<file path="src/hw/rtl/glg_pkg.sv">
// ============================================================================
// glg_pkg - GPU load-level governor package
// Shared field widths, codes, config/item types and reset values.
// ============================================================================
package glg_pkg;

	// Default elaboration values for the top-level parameters
	localparam int MAX_LEVELS_DEF = 16;
	localparam int TIME_BITS_DEF  = 32;

	// Fixed field widths
	localparam int ACTION_W = 2;
	localparam int SAMPLE_W = 32;
	localparam int LEVEL_W  = 4;
	localparam int RAMP_W   = 16;
	localparam int LAZY_W   = 8;
	localparam int CNT_W    = 5;
	localparam int STEP_W   = 3;
	localparam int TLIM_W   = 20;
	localparam int CFG_AW   = 3;
	localparam int CFG_DW   = 20;

	// Input action codes
	typedef enum logic [ACTION_W-1:0] {
		ACT_SAMPLE = 2'd0,
		ACT_SLEEP  = 2'd1,
		ACT_WAKE   = 2'd2
	} glg_action_e;

	// Config register indexes
	typedef enum logic [CFG_AW-1:0] {
		REG_GOVERNOR_MODE   = 3'd0,
		REG_RAMP_THRESHOLD  = 3'd1,
		REG_LAZINESS_RELOAD = 3'd2,
		REG_LEVEL_COUNT     = 3'd3,
		REG_DOWN_STEP       = 3'd4,
		REG_FLOOR_TIME      = 3'd5,
		REG_CEILING_TIME    = 3'd6,
		REG_DEFAULT_LEVEL   = 3'd7
	} glg_reg_e;

	typedef struct packed {
		logic                governor_mode;
		logic [RAMP_W-1:0]   ramp_threshold;
		logic [LAZY_W-1:0]   laziness_reload;
		logic [CNT_W-1:0]    level_count;
		logic [STEP_W-1:0]   down_step;
		logic [TLIM_W-1:0]   floor_time;
		logic [TLIM_W-1:0]   ceiling_time;
		logic [LEVEL_W-1:0]  default_level;
	} glg_cfg_t;

	localparam glg_cfg_t CFG_RESET = '{
		governor_mode:   1'b1,
		ramp_threshold:  16'd6000,
		laziness_reload: 8'd5,
		level_count:     5'd8,
		down_step:       3'd1,
		floor_time:      20'd5000,
		ceiling_time:    20'd50000,
		default_level:   4'd0
	};

	typedef struct packed {
		logic [ACTION_W-1:0] action;
		logic [SAMPLE_W-1:0] sample_total;
		logic [SAMPLE_W-1:0] sample_busy;
		logic [LEVEL_W-1:0]  current_level;
		logic                was_napping;
	} glg_item_t;

	// Outcome of the bin update for the item in flight
	typedef struct packed {
		logic decide;       // floor reached on a nonzero sample
		logic turbo;        // busy bin above ceiling
		logic busy_period;  // idle time below ramp threshold
	} glg_bin_flags_t;

endpackage

</file>
<file path="src/hw/rtl/glg_bins.sv">
// ============================================================================
// glg_bins - saturating busy/total time bins
// Accumulates samples, raises the decision flags and clears on a decision or a sleep.
// ============================================================================
module glg_bins #(
	parameter int TIME_BITS = glg_pkg::TIME_BITS_DEF
) (
	input  logic                    clk,
	input  logic                    arst_n,
	input  logic                    advance,
	input  glg_pkg::glg_item_t      item,
	input  glg_pkg::glg_cfg_t       cfg,
	output glg_pkg::glg_bin_flags_t flags
);
	import glg_pkg::*;

	localparam int SW = ((TIME_BITS > SAMPLE_W) ? TIME_BITS : SAMPLE_W) + 1;
	localparam int CW = (TIME_BITS > TLIM_W) ? TIME_BITS : TLIM_W;

	logic [TIME_BITS-1:0] total_q, busy_q;
	logic [TIME_BITS-1:0] total_sat, busy_sat, idle;
	logic [SW-1:0]        total_sum, busy_sum;
	logic                 sample_en, clear;

	assign sample_en = (item.action == ACT_SAMPLE) && cfg.governor_mode;
	assign clear     = (item.action == ACT_SLEEP);

	assign total_sum = SW'(total_q) + SW'(item.sample_total);
	assign busy_sum  = SW'(busy_q) + SW'(item.sample_busy);

	// Anything above the bin width saturates to all ones
	assign total_sat = (|total_sum[SW-1:TIME_BITS]) ? '1 : total_sum[TIME_BITS-1:0];
	assign busy_sat  = (|busy_sum[SW-1:TIME_BITS]) ? '1 : busy_sum[TIME_BITS-1:0];

	assign idle = (total_sat > busy_sat) ? (total_sat - busy_sat) : '0;

	always_comb begin
		flags.decide      = sample_en && (item.sample_total != '0)
			&& (CW'(total_sat) >= CW'(cfg.floor_time));
		flags.turbo       = CW'(busy_sat) > CW'(cfg.ceiling_time);
		flags.busy_period = CW'(idle) < CW'(cfg.ramp_threshold);
	end

	always_ff @(posedge clk or negedge arst_n) begin
		if (!arst_n) begin
			total_q <= '0;
			busy_q  <= '0;
		end else if (advance) begin
			if (clear || flags.decide) begin
				total_q <= '0;
				busy_q  <= '0;
			end else if (sample_en) begin
				total_q <= total_sat;
				busy_q  <= busy_sat;
			end
		end
	end

endmodule

</file>
<file path="src/hw/rtl/glg_level.sv">
// ============================================================================
// glg_level - level decision
// Turbo, step up/down with laziness countdown, wake level, clamping.
// ============================================================================
module glg_level #(
	parameter int MAX_LEVELS = glg_pkg::MAX_LEVELS_DEF
) (
	input  logic                         clk,
	input  logic                         arst_n,
	input  logic                         advance,
	input  glg_pkg::glg_item_t           item,
	input  glg_pkg::glg_bin_flags_t      flags,
	input  glg_pkg::glg_cfg_t            cfg,
	output logic                         change_valid,
	output logic [glg_pkg::LEVEL_W-1:0]  new_level
);
	import glg_pkg::*;

	localparam int NW = $clog2(MAX_LEVELS + 1);
	localparam int LW = ((NW > CNT_W) ? NW : CNT_W) + 1;

	logic [LW-1:0]     count, last, cur, up_sum, up_lv, dflt, lv;
	logic [LAZY_W-1:0] laz_q, laz_d;
	logic              busy_ok, idle_ok;

	always_comb begin
		if (cfg.level_count == '0)
			count = LW'(1);
		else if (LW'(cfg.level_count) > LW'(MAX_LEVELS))
			count = LW'(MAX_LEVELS);
		else
			count = LW'(cfg.level_count);
	end

	assign last    = count - LW'(1);
	assign cur     = LW'(item.current_level);
	assign busy_ok = (cur != '0) && (cur <= last);
	assign idle_ok = cur < last;
	assign up_sum  = cur + LW'(cfg.down_step);
	assign up_lv   = (up_sum > last) ? last : up_sum;
	assign dflt    = (LW'(cfg.default_level) > last) ? last : LW'(cfg.default_level);

	always_comb begin
		change_valid = 1'b0;
		lv           = '0;
		laz_d        = laz_q;
		case (item.action)
			ACT_SAMPLE: begin
				if (flags.decide) begin
					if (flags.turbo) begin
						change_valid = 1'b1;
					end else if (flags.busy_period) begin
						if (busy_ok) begin
							change_valid = 1'b1;
							lv           = cur - LW'(1);
						end
					end else if (idle_ok) begin
						if (laz_q != '0) begin
							laz_d = laz_q - LAZY_W'(1);
						end else begin
							laz_d = cfg.laziness_reload;
							if (cfg.down_step != '0) begin
								change_valid = 1'b1;
								lv           = up_lv;
							end
						end
					end
				end
			end
			ACT_WAKE: begin
				if (!item.was_napping && cfg.governor_mode) begin
					change_valid = 1'b1;
					lv           = dflt;
				end
			end
			default: ;
		endcase
	end

	assign new_level = lv[LEVEL_W-1:0];

	always_ff @(posedge clk or negedge arst_n) begin
		if (!arst_n)
			laz_q <= '0;
		else if (advance)
			laz_q <= laz_d;
	end

endmodule

</file>
<file path="src/hw/rtl/gpu_load_level_governor.sv">
// ============================================================================
// gpu_load_level_governor - GPU performance level governor
// Turns busy/total time samples into power level change requests.
// ============================================================================
//
//  channel | dir | handshake           | payload
//  --------+-----+---------------------+-----------------------------------
//  s_*     | in  | s_tvalid / s_tready | tuser: action; tdata: samples,
//          |     |                     |   current level, nap flag
//  m_*     | out | m_tvalid / m_tready | tuser: change_valid; tdata: level
//  cfg_*   | in  | cfg_we              | cfg_addr selects, cfg_wdata value
//
//  An input transaction is captured in the input register, then the decision
//  logic feeds the result register. Throughput is one transaction per cycle
//  while the result side is not stalled; the only loop is the bin and
//  laziness state, updated as each item moves into the result register.
//  Reset clears the bins, the laziness count, both valid flags and loads
//  the config registers with their defaults.
//  A stalled result holds; the input side keeps taking one more item into
//  the input register while the result waits.
// ============================================================================
module gpu_load_level_governor #(
	parameter int MAX_LEVELS = glg_pkg::MAX_LEVELS_DEF,
	parameter int TIME_BITS  = glg_pkg::TIME_BITS_DEF
) (
	input  logic                       clk,
	input  logic                       arst_n,
	// input stream
	input  logic                       s_tvalid,
	output logic                       s_tready,
	// [31:0] sample_total, [63:32] sample_busy, [67:64] current_level,
	// [68] was_napping, [71:69] zero
	input  logic [71:0]                s_tdata,
	// [1:0] action
	input  logic [glg_pkg::ACTION_W-1:0] s_tuser,
	// result stream
	output logic                       m_tvalid,
	input  logic                       m_tready,
	// [3:0] new_level, [7:4] zero
	output logic [7:0]                 m_tdata,
	// [0] change_valid
	output logic                       m_tuser,
	// config write port
	input  logic                       cfg_we,
	input  logic [glg_pkg::CFG_AW-1:0] cfg_addr,
	input  logic [glg_pkg::CFG_DW-1:0] cfg_wdata
);
	import glg_pkg::*;

	glg_cfg_t       cfg_q;
	glg_item_t      item_in, item_s1;
	glg_bin_flags_t flags;
	logic           valid_s1, valid_s2, change_s2;
	logic [LEVEL_W-1:0] level_s2;
	logic           change_c;
	logic [LEVEL_W-1:0] level_c;
	logic           advance, in_xact;

	// ---------------------------------------------------------------- config
	always_ff @(posedge clk or negedge arst_n) begin
		if (!arst_n) begin
			cfg_q <= CFG_RESET;
		end else if (cfg_we) begin
			unique case (glg_reg_e'(cfg_addr))
				REG_GOVERNOR_MODE:   cfg_q.governor_mode   <= cfg_wdata[0];
				REG_RAMP_THRESHOLD:  cfg_q.ramp_threshold  <= cfg_wdata[RAMP_W-1:0];
				REG_LAZINESS_RELOAD: cfg_q.laziness_reload <= cfg_wdata[LAZY_W-1:0];
				REG_LEVEL_COUNT:     cfg_q.level_count     <= cfg_wdata[CNT_W-1:0];
				REG_DOWN_STEP:       cfg_q.down_step       <= cfg_wdata[STEP_W-1:0];
				REG_FLOOR_TIME:      cfg_q.floor_time      <= cfg_wdata[TLIM_W-1:0];
				REG_CEILING_TIME:    cfg_q.ceiling_time    <= cfg_wdata[TLIM_W-1:0];
				REG_DEFAULT_LEVEL:   cfg_q.default_level   <= cfg_wdata[LEVEL_W-1:0];
				default: ;
			endcase
		end
	end

	// ------------------------------------------------------------ handshake
	// The input register moves on whenever the result register is empty or
	// being drained in this cycle; that move also commits the state update.
	assign advance  = valid_s1 && (!valid_s2 || m_tready);
	assign s_tready = !valid_s1 || advance;
	assign in_xact  = s_tvalid && s_tready;

	always_comb begin
		item_in.action        = s_tuser;
		item_in.sample_total  = s_tdata[31:0];
		item_in.sample_busy   = s_tdata[63:32];
		item_in.current_level = s_tdata[67:64];
		item_in.was_napping   = s_tdata[68];
	end

	// ------------------------------------------------------- input register
	always_ff @(posedge clk or negedge arst_n) begin
		if (!arst_n)
			valid_s1 <= 1'b0;
		else if (in_xact)
			valid_s1 <= 1'b1;
		else if (advance)
			valid_s1 <= 1'b0;
	end

	always_ff @(posedge clk) begin
		if (in_xact)
			item_s1 <= item_in;
	end

	// ----------------------------------------------------------- datapath
	// Bins: saturating adds plus floor / ceiling / ramp compares.
	glg_bins #(
		.TIME_BITS(TIME_BITS)
	) u_bins (
		.clk     (clk),
		.arst_n  (arst_n),
		.advance (advance),
		.item    (item_s1),
		.cfg     (cfg_q),
		.flags   (flags)
	);

	// Level: turbo, up/down step with laziness, wake level, clamp.
	glg_level #(
		.MAX_LEVELS(MAX_LEVELS)
	) u_level (
		.clk          (clk),
		.arst_n       (arst_n),
		.advance      (advance),
		.item         (item_s1),
		.flags        (flags),
		.cfg          (cfg_q),
		.change_valid (change_c),
		.new_level    (level_c)
	);

	// ------------------------------------------------------ result register
	always_ff @(posedge clk or negedge arst_n) begin
		if (!arst_n)
			valid_s2 <= 1'b0;
		else if (advance)
			valid_s2 <= 1'b1;
		else if (m_tready)
			valid_s2 <= 1'b0;
	end

	always_ff @(posedge clk) begin
		if (advance) begin
			change_s2 <= change_c;
			level_s2  <= level_c;
		end
	end

	assign m_tvalid = valid_s2;
	assign m_tuser  = change_s2;
	assign m_tdata  = {4'b0000, level_s2};

endmodule

</file>
<file path="config.mk">
export PLATFORM = sky130hd
export DESIGN_NAME = gpu_load_level_governor
export DESIGN_NICKNAME = d
export VERILOG_FILES = /design/src/hw/rtl/glg_pkg.sv /design/src/hw/rtl/glg_bins.sv /design/src/hw/rtl/glg_level.sv /design/src/hw/rtl/gpu_load_level_governor.sv
export SDC_FILE = /design/constraint.sdc
export NUM_CORES = 1
export LEC_CHECK = 0
export BUFFER_PORTS_ARGS = -buffer_cell sky130_fd_sc_hd__buf_2
export CAP_MARGIN = 20
export CORE_MARGIN = 10
export CORE_UTILIZATION = 35
export CTS_CLUSTER_SIZE = 28
export DETAILED_ROUTE_END_ITERATION = 7
export GPL_TIMING_DRIVEN = 1
export HOLD_SLACK_MARGIN = 0.02
export PLACE_DENSITY = 0.49
export SLEW_MARGIN = 40
export SYNTH_ARGS = -nofsm -noshare
export SYNTH_HDL_FRONTEND = slang
export SYNTH_SLANG_ARGS = --single-unit
</file>
<file path="constraint.sdc">
create_clock -name clk -period 17.6 [get_ports clk]
set_input_delay 5.28 -clock clk [delete_from_list [all_inputs] [get_ports clk]]
set_output_delay 5.28 -clock clk [all_outputs]
set_load 0.01 [all_outputs]
</file>
* After elaboration in Yosys (flattened, before gate mapping)
Index checks and enable logic that the tools add are counted.
Word-level totals: flip-flop bits (word level) 227, input port bits 102, output and inout bits 11, logic and storage cells 114
Operators by class: add/subtract/negate cells 7, order comparisons 9, eq/ne operators 9, muxes and demuxes 34, bitwise operators 2, reductions and logical operators 33
Operator list (number):
- 2-to-1 mux 32 bit | 7
- adder 32 x 32 -> 33 bit | 2
- 2-to-1 mux 4 bit | 10
- >= comparator 32 x 20 -> 1 bit | 1
- > comparator 32 x 20 -> 1 bit | 1
- > comparator 32 bit | 1
- less-than comparator 32 x 16 -> 1 bit | 1
- nonzero test 32 bit | 1
- subtractor 32 bit | 1
- AND reduction 2 bit | 9
- == test 3 bit (second input constant) | 4
- 2-to-1 mux 1 bit | 12
- 2-to-1 mux 5 bit | 2
- 2-to-1 mux 8 bit | 1
- case mux 4 bit (2 select lines) | 1
- nonzero test 8 bit | 1
- subtractor 8 x 1 -> 8 bit (second input constant) | 1
- logical AND 1 bit | 7
- == test 3 x 2 -> 1 bit (second input constant) | 2
- > comparator 4 x 6 -> 1 bit | 1
- > comparator 5 x 6 -> 1 bit | 1
- <= comparator 4 x 6 -> 1 bit | 1
- less-than comparator 4 x 6 -> 1 bit | 1
- AND reduction 6 bit | 1
- other kinds (17) | 24

* Logic depth before layout (Yosys ltp)
Gate-level depths: netlist of the first run.
depth after elaboration 13, mapped depth 35, mapped depth without buffers 31

* Hierarchy
From an unflattened synthesis of the first run, not the netlist that was laid out.
Unflattened totals: cell total of the unflattened synthesis 1716, area, all modules 16559.6 um^2
Modules (own cells, without submodules):
- glg_bins | times used 1, cells an instance 1291, area an instance 9841.9 um^2, sequential area each 1601.5 um^2
- gpu_load_level_governor | times used 1, cells an instance 258, area an instance 5400.2 um^2, sequential area each 4287.9 um^2
- glg_level | times used 1, cells an instance 167, area an instance 1317.5 um^2, sequential area each 200.2 um^2

* Worst setup path after synthesis of the first run
Ideal clock, no wire load.
path kind input -> output, start input port m_tready, end output port s_tready, data arrival time 5489 ps, required time 12320 ps, path slack 6831 ps, stages on the path 1, path buffers 0, cells stage by stage nand3b_1
On the way: word-level cells in the longest chain between the ends 3
Ends and longest elaborated chain:
- start, declared | line gpu_load_level_governor.sv:38 | input logic m_tready,
- logical OR 1 bit | line gpu_load_level_governor.sv:81 | assign advance = valid_s1 && (!valid_s2 || m_tready);
- logical AND 1 bit | line gpu_load_level_governor.sv:81
- logical OR 1 bit | line gpu_load_level_governor.sv:82 | assign s_tready = !valid_s1 || advance;
- end, declared | line gpu_load_level_governor.sv:30 | output logic s_tready,
Every way passes these cells.

* Worst setup path after layout of the first run
Same ends and word-level chain as after synthesis.

==> results of run 1 <==
## how the worst min path moves through the flow
stage | endpoint | slack, ns | depth (start not counted)
after floorplan | u_bins.busy_q[10] | 0.46 | 2
after global placement | u_bins.busy_q[26] | 0.47 | 2
after detailed placement | u_bins.busy_q[26] | 0.48 | 2
after CTS | u_bins.busy_q[26] | 0.49 | 2
after global routing | m_tvalid | 0.51 | 1
final | u_bins.busy_q[30] | 0.49 | 2
## power breakdown
group	switching (mW)	total (mW)	internal [mW]
Sequential	0.0734	0.734	0.661
Combinational	1.83	2.94	1.11
Clock	0.249	0.603	0.355
## flip-flops by register name, indices dropped and copies added (netlist names)
register and count:
cfg_q 77, item_s1 71, u_bins.busy_q 32, u_bins.total_q 32, u_level.laz_q 8, level_s2 4
m_tuser 1, m_tvalid 1, valid_s1 1
## worst reg2reg max path, delay by kind of cell (launching register included)
kind	cells	cell delay [ns]
and+or+nand+nor	9	2.90
AOI/OAI and AO/OA	12	2.95
muxes	1	0.22
buffers and inverters	3	0.59
adders and majority gates	4	1.27
DFF	1	0.38
## per-stage QoR
stage | instances | worst slack, ns | hold slack (ns) | instance area, sq um
floorplan | 1825 | 6.83 | 0.456 | 16900
global placement | 2480 | 6.60 | 0.469 | 17900
detailed placement | 2486 | 6.59 | 0.476 | 18000
CTS | 2542 | 6.58 | 0.489 | 19000
global route | 2542 | 6.57 | 0.512 | 19000
finish | 2542 | 6.58 | 0.488 | 19000
## metal layers
layer,global-route usage,up-vias
met1,0.223,6782
met4,0.0498,0
li1,-,6876
met2,0.303,282
met3,0.0223,63
met5,0,-
## kinds of logic after synthesis
| logic type | after synthesis |
|---|---|
| simple gates | 551 |
| compound gates | 526 |
| flops | 227 |
| buf+inv | 192 |
| fa+ha+maj | 174 |
| mux | 77 |
| xor+xnor | 74 |
| other cells | 1 |
## layout make-up
| cell class | count | area (sq um) | share of cell area |
|---|---|---|---|
| Timing Repair Buffer | 123 | 677 | 0.0357 |
| Inverter | 115 | 432 | 0.0227 |
| Clock inverter | 17 | 138 | 0.00725 |
| Clock buffer | 39 | 846 | 0.0446 |
| Multi-Input combinational cell | 1406 | 10000 | 0.528 |
| Tap cell | 615 | 769 | 0.0405 |
| Sequential cell | 227 | 6090 | 0.321 |
## placed cells by master (no fill, tap or decap), types with 16 or more instances in the layout
master / n
buf_2: 105
clkbuf_16: 31
a22o_1: 31
a21o_1: 43
mux2_2: 62
a21oi_1: 137
dfrtp_1: 128
o21bai_1: 17
nand2b_1: 42
nand3_1: 29
or2_2: 24
a31oi_1: 19
o21ai_0: 89
o21ai_2: 31
nand2_1: 155
xor2_1: 26
inv_1: 115
and3_1: 16
nor4_1: 21
a211oi_1: 16
o211ai_1: 18
edfxtp_1: 76
o21a_1: 23
nor3_1: 34
xnor2_1: 48
dfstp_2: 23
buf_4: 16
nor2_1: 117
nand4_1: 43
ha_1: 170
==> flow_summary.ini, run 1 <==
[logic_synthesis]
yosys.cell_count.top_type = ha_1
ys_ff_latch = 227
synth.area.top_cells = dfrtp_1 (19%), edfxtp_1 (14%), ha_1 (13%), mux2_2 (4.1%), a21oi_1 (4.1%)
synth_xor_area_frac = 0.0385
synth_top_family_by_area = compound AO/OA/AOI/OAI gates
synth_compound_area_frac = 0.208
syn-instance-count = 1822
synth.mux.area_fraction = 0.0504
synth_common_cells = ha_1 (170), nand2_1 (155), a21oi_1 (137)
yosysTopAreaCell = dfrtp_1
post_synth.cell_area_avg_sq_um = 9.24
synth_adder_area_share = 0.131
ys_async_sr_fraction = 0.665
yosys_warnings = 0
yosys.area.top_type_share = 0.190
seq_area_frac_synth = 0.362
synth_enable_flop_cells = 76
synth_cell_types = 82
synth_ff_type = dfrtp_1
yosys.area_share.simple = 0.164
synth_area_sq_um = 16800

[setup_path]
cp_top_family = buffers and inverters
r2r_end = u_level.laz_q[1]
rrSetupSlack_ns = 9.22
cp-start-kind = input pin
crit_type = input pin to output port
worstPathBufferInverterCount = 2
regToRegStartpoint = item_s1[5]
path_depth = 3
endpoint = s_tready
cpPeakStageDelay_ns = 0.19
crit_slowest_cell = nand3b_1
critPathMaxFanout = 3
reg2reg_depth = 29
cpMostUsedCell = buf_2
worst_ep_arrival_time_ns = 5.74
crit_required_ns = 12.32
startpoint = m_tready
path_cells = buf_2, nand3b_1, buf_2
worstSetupEndpointType = output port

[sta]
period_share = 0.626
finalMaxSlewViolations = 0
final-setup-viol-count = 0
relSlewSlack = 0.429
worst_pin_slew_ns = 0.849
max_freq_mhz = 90.8
rsz0062_at_grt = no
tns_ns = 0
layout_min_cycle_time_ns = 11.02
finalHoldViolations = 0
clock_skew_ns = 0.0198

[finish]
drive_gt1_frac = 0.171
fin_util = 0.398
nets = 2179
syn2layout_area_growth_pct = 12.7
fillCellCount = 4859
n_antenna_cell = 0

[route]
met2_length_um = 24900
dr.max_layer_used = met4
drtIter0Drc = 966
ant_nets = 0
wl_um = 50700
m1WireLength_um = 22400
num_vias = 14003
drc = 0
routed_via_density = 5.51
routedWlPerCell_um = 20.0
drt-pass1-iter-count = 5
wl_met3_um = 2210

[global_route]
grt_usage = 0.175
grt_max_degree = 65
grt_overflow_total = 0
grt_antenna_before_repair = 0
grt_pass1_vias = 14038
grt_pass1_wl_um = 79500

[power]
finalPower_mw = 4.28
powerDensity_nw_per_um2 = 225
p_leak_nw = 8.45
vdd_drop_max_mv = 0.0913

[floorplanning]
dieArea_sq_um = 57300
die_x_um = 239
io_pins = 113
initial_core_util = 0.354
die_h_um = 239
row_count = 80
core_area_sq_um = 47600

[cts]
worst_skew_pair.late_latency_ns = 0.59
cts_sinks = 227
cts_resized = 0
numCtsBuffers = 30
cts_buffer_depth = 3
cts-root-buf = clkbuf_16
htreeDepth = 1
hold_buffers = 0
cts_tree = yes
clk_pin_slew_ns = 0.06
post-cts-setup-buffers = 0

[status]
status = finished clean

[job]
max_cap_viol_count = 0

[place]
gp_congestion = 0.878
dp_hpwl_um = 40300
port_buffers = 105

[min_path]
worstHoldPathType = register to register
hold_start = u_bins.busy_q[30]
(Power assumes the default switching activity.)
==> run 2: changes to the inputs <==
--- a/config.mk
+++ b/config.mk
@@ -13,7 +13,7 @@
 export DETAILED_ROUTE_END_ITERATION = 7
 export GPL_TIMING_DRIVEN = 1
 export HOLD_SLACK_MARGIN = 0.02
-export PLACE_DENSITY = 0.49
+export PLACE_DENSITY = 0.51
 export SLEW_MARGIN = 40
 export SYNTH_ARGS = -nofsm -noshare
 export SYNTH_HDL_FRONTEND = slang
==> constraint.sdc (replaced) <==
create_clock -name clk -period 9.43 [get_ports clk]
set_input_delay 2.829 -clock clk [delete_from_list [all_inputs] [get_ports clk]]
set_output_delay 2.829 -clock clk [all_outputs]
set_load 0.01 [all_outputs]
==> run 2 against run 1 <==
  * First-iteration DRC count down 2.6%
  * Utilization up 0.23 points
  * Cell area up 0.57%
  * Combinational power up 87%
  * Die area unchanged
  * Worst hold slack better by 0.00082 ns
  * Critical path type is now register to register
==> flow_summary.ini, run 2 (synthesized netlist as in run 1, its figures left out) <==
[cts]
cts_sinks = 227
cts_tree = yes
post-cts-setup-buffers = 0
clk_pin_slew_ns = 0.06
hold_buffers = 0
htreeDepth = 1
worst_skew_pair.late_latency_ns = 0.57
cts-root-buf = clkbuf_16
numCtsBuffers = 29
cts_buffer_depth = 3
cts_resized = 0

[sta]
max_freq_mhz = 117
clock_skew_ns = 0.0115
worst_pin_slew_ns = 0.793
finalHoldViolations = 0
holdWs_ns = 0.489
rsz0062_at_grt = no
finalWorstSetupSlack_ns = 0.878
tns_ns = 0
layout_min_cycle_time_ns = 8.55
final-setup-viol-count = 0
finalMaxSlewViolations = 0
period_share = 0.907
relSlewSlack = 0.471

[place]
gp_congestion = 0.875
dp_hpwl_um = 39800
dp_slack_ns = 0.901
place_inst = 2488
port_buffers = 105
dpl_cell_area_sq_um = 18000

[finish]
largest_register_ffs = 77
layout.cells.non_filler = 2544
largestRegisters = cfg_q: 77 flops, item_s1: 71 flops
nets = 2181
fin_util = 0.401
regMostFlops = cfg_q
syn2layout_area_growth_pct = 13.3
layout_common_cells = ha_1 (170), nand2_1 (155), a21oi_1 (137)
layout_commonest_cell = ha_1
fin_area_sq_um = 19100
drive_gt1_frac = 0.173

[job]
max_cap_viol_count = 0

[floorplanning]
core_area_sq_um = 47600
io_pins = 113
die_h_um = 239
die_x_um = 239
initial_core_util = 0.354
row_count = 80
dieArea_sq_um = 57300

[min_path]
worstHoldPathType = register to register
hold-path-endpoint = u_bins.busy_q[30]
hold_start = u_bins.busy_q[30]
worst_hold_path.num_cells = 2

[power]
powerDensity_nw_per_um2 = 421
vdd_drop_max_mv = 0.222
p_leak_nw = 8.50
p_sw_frac = 0.497
pwr-share-comb = 0.685
p_int_mw = 4.04
net-switching-power_mw = 4.00
finalPower_mw = 8.04
pwr-share-seq = 0.170
p_clk_frac = 0.145

[global_route]
grt_overflow_total = 0
grt_antenna_before_repair = 4
grt_max_degree = 94
grt_pass1_wl_um = 78700
grt_usage = 0.173
grt_pass1_vias = 14094

[setup_path]
regToRegStartpoint = item_s1[5]
reg2reg_depth = 31
cpPeakStageDelay_ns = 0.63
worstSetupEndpointType = register
cp-start-kind = register
r2r_end = u_level.laz_q[3]
critPathMaxFanout = 30
crit_required_ns = 9.88
rrSetupSlack_ns = 0.88
worst_ep_arrival_time_ns = 9.01
crit_type = register to register
crit_slowest_cell = a31oi_1

[route]
num_vias = 13930
routed_via_density = 5.48
drc = 0
routedWlPerCell_um = 19.8
drtIter0Drc = 941
wl_um = 50400
drt-pass1-iter-count = 7
ant_nets = 0

[status]
status = finished clean
[run 2: critical path: cells and delay by family, from the launching register on]
kind	cells	cell delay [ns]
simple gates	8	1.98
compound gates	16	4.01
buf+inv	3	0.66
fa+ha+maj	4	1.39
flops	1	0.38
[run 2: layout make-up]
cell class / instances / area, sq um
Tap cell: 615 / 769
Fill cell: 4845 / 28600
Clock buffer: 47 / 990
Antenna cell: 1 / 2.50
Multi-Input combinational cell: 1406 / 10000
Clock inverter: 7 / 41.3
Timing Repair Buffer: 126 / 727
Inverter: 115 / 432
Sequential cell: 227 / 6090
[run 2: power by group through the flow]
| stage | registers, mW | clock network (mW) | logic [mW] |
|---|---|---|---|
| floorplan | 1.33 | 0 | 4.03 |
| global placement | 1.39 | 0 | 5.40 |
| detailed placement | 1.39 | 0 | 5.45 |
| CTS | 1.37 | 1.20 | 5.49 |
| global route | 1.39 | 1.24 | 6.15 |
| finish | 1.37 | 1.16 | 5.51 |
[run 2: routing by layer]
| metal | routed length, um | global-route usage | vias up |
|---|---|---|---|
| met5 | 46 | 0 | - |
| met4 | 1350 | 0.0488 | 6 |
| met3 | 1860 | 0.0247 | 73 |
| met2 | 24400 | 0.298 | 263 |
| met1 | 22800 | 0.221 | 6719 |
| li1 | - | - | 6869 |
[run 2: how the worst max path moves through the flow]
stage,endpoint,slack (ns),from
global route,u_level.laz_q[3],0.14,item_s1[5]
floorplan,level_s2[0],2.34,u_bins.busy_q[10]
CTS,u_level.laz_q[3],0.85,item_s1[5]
finish,u_level.laz_q[3],0.88,item_s1[5]
detailed placement,u_level.laz_q[3],0.90,item_s1[5]
global placement,u_level.laz_q[3],1.06,item_s1[5]
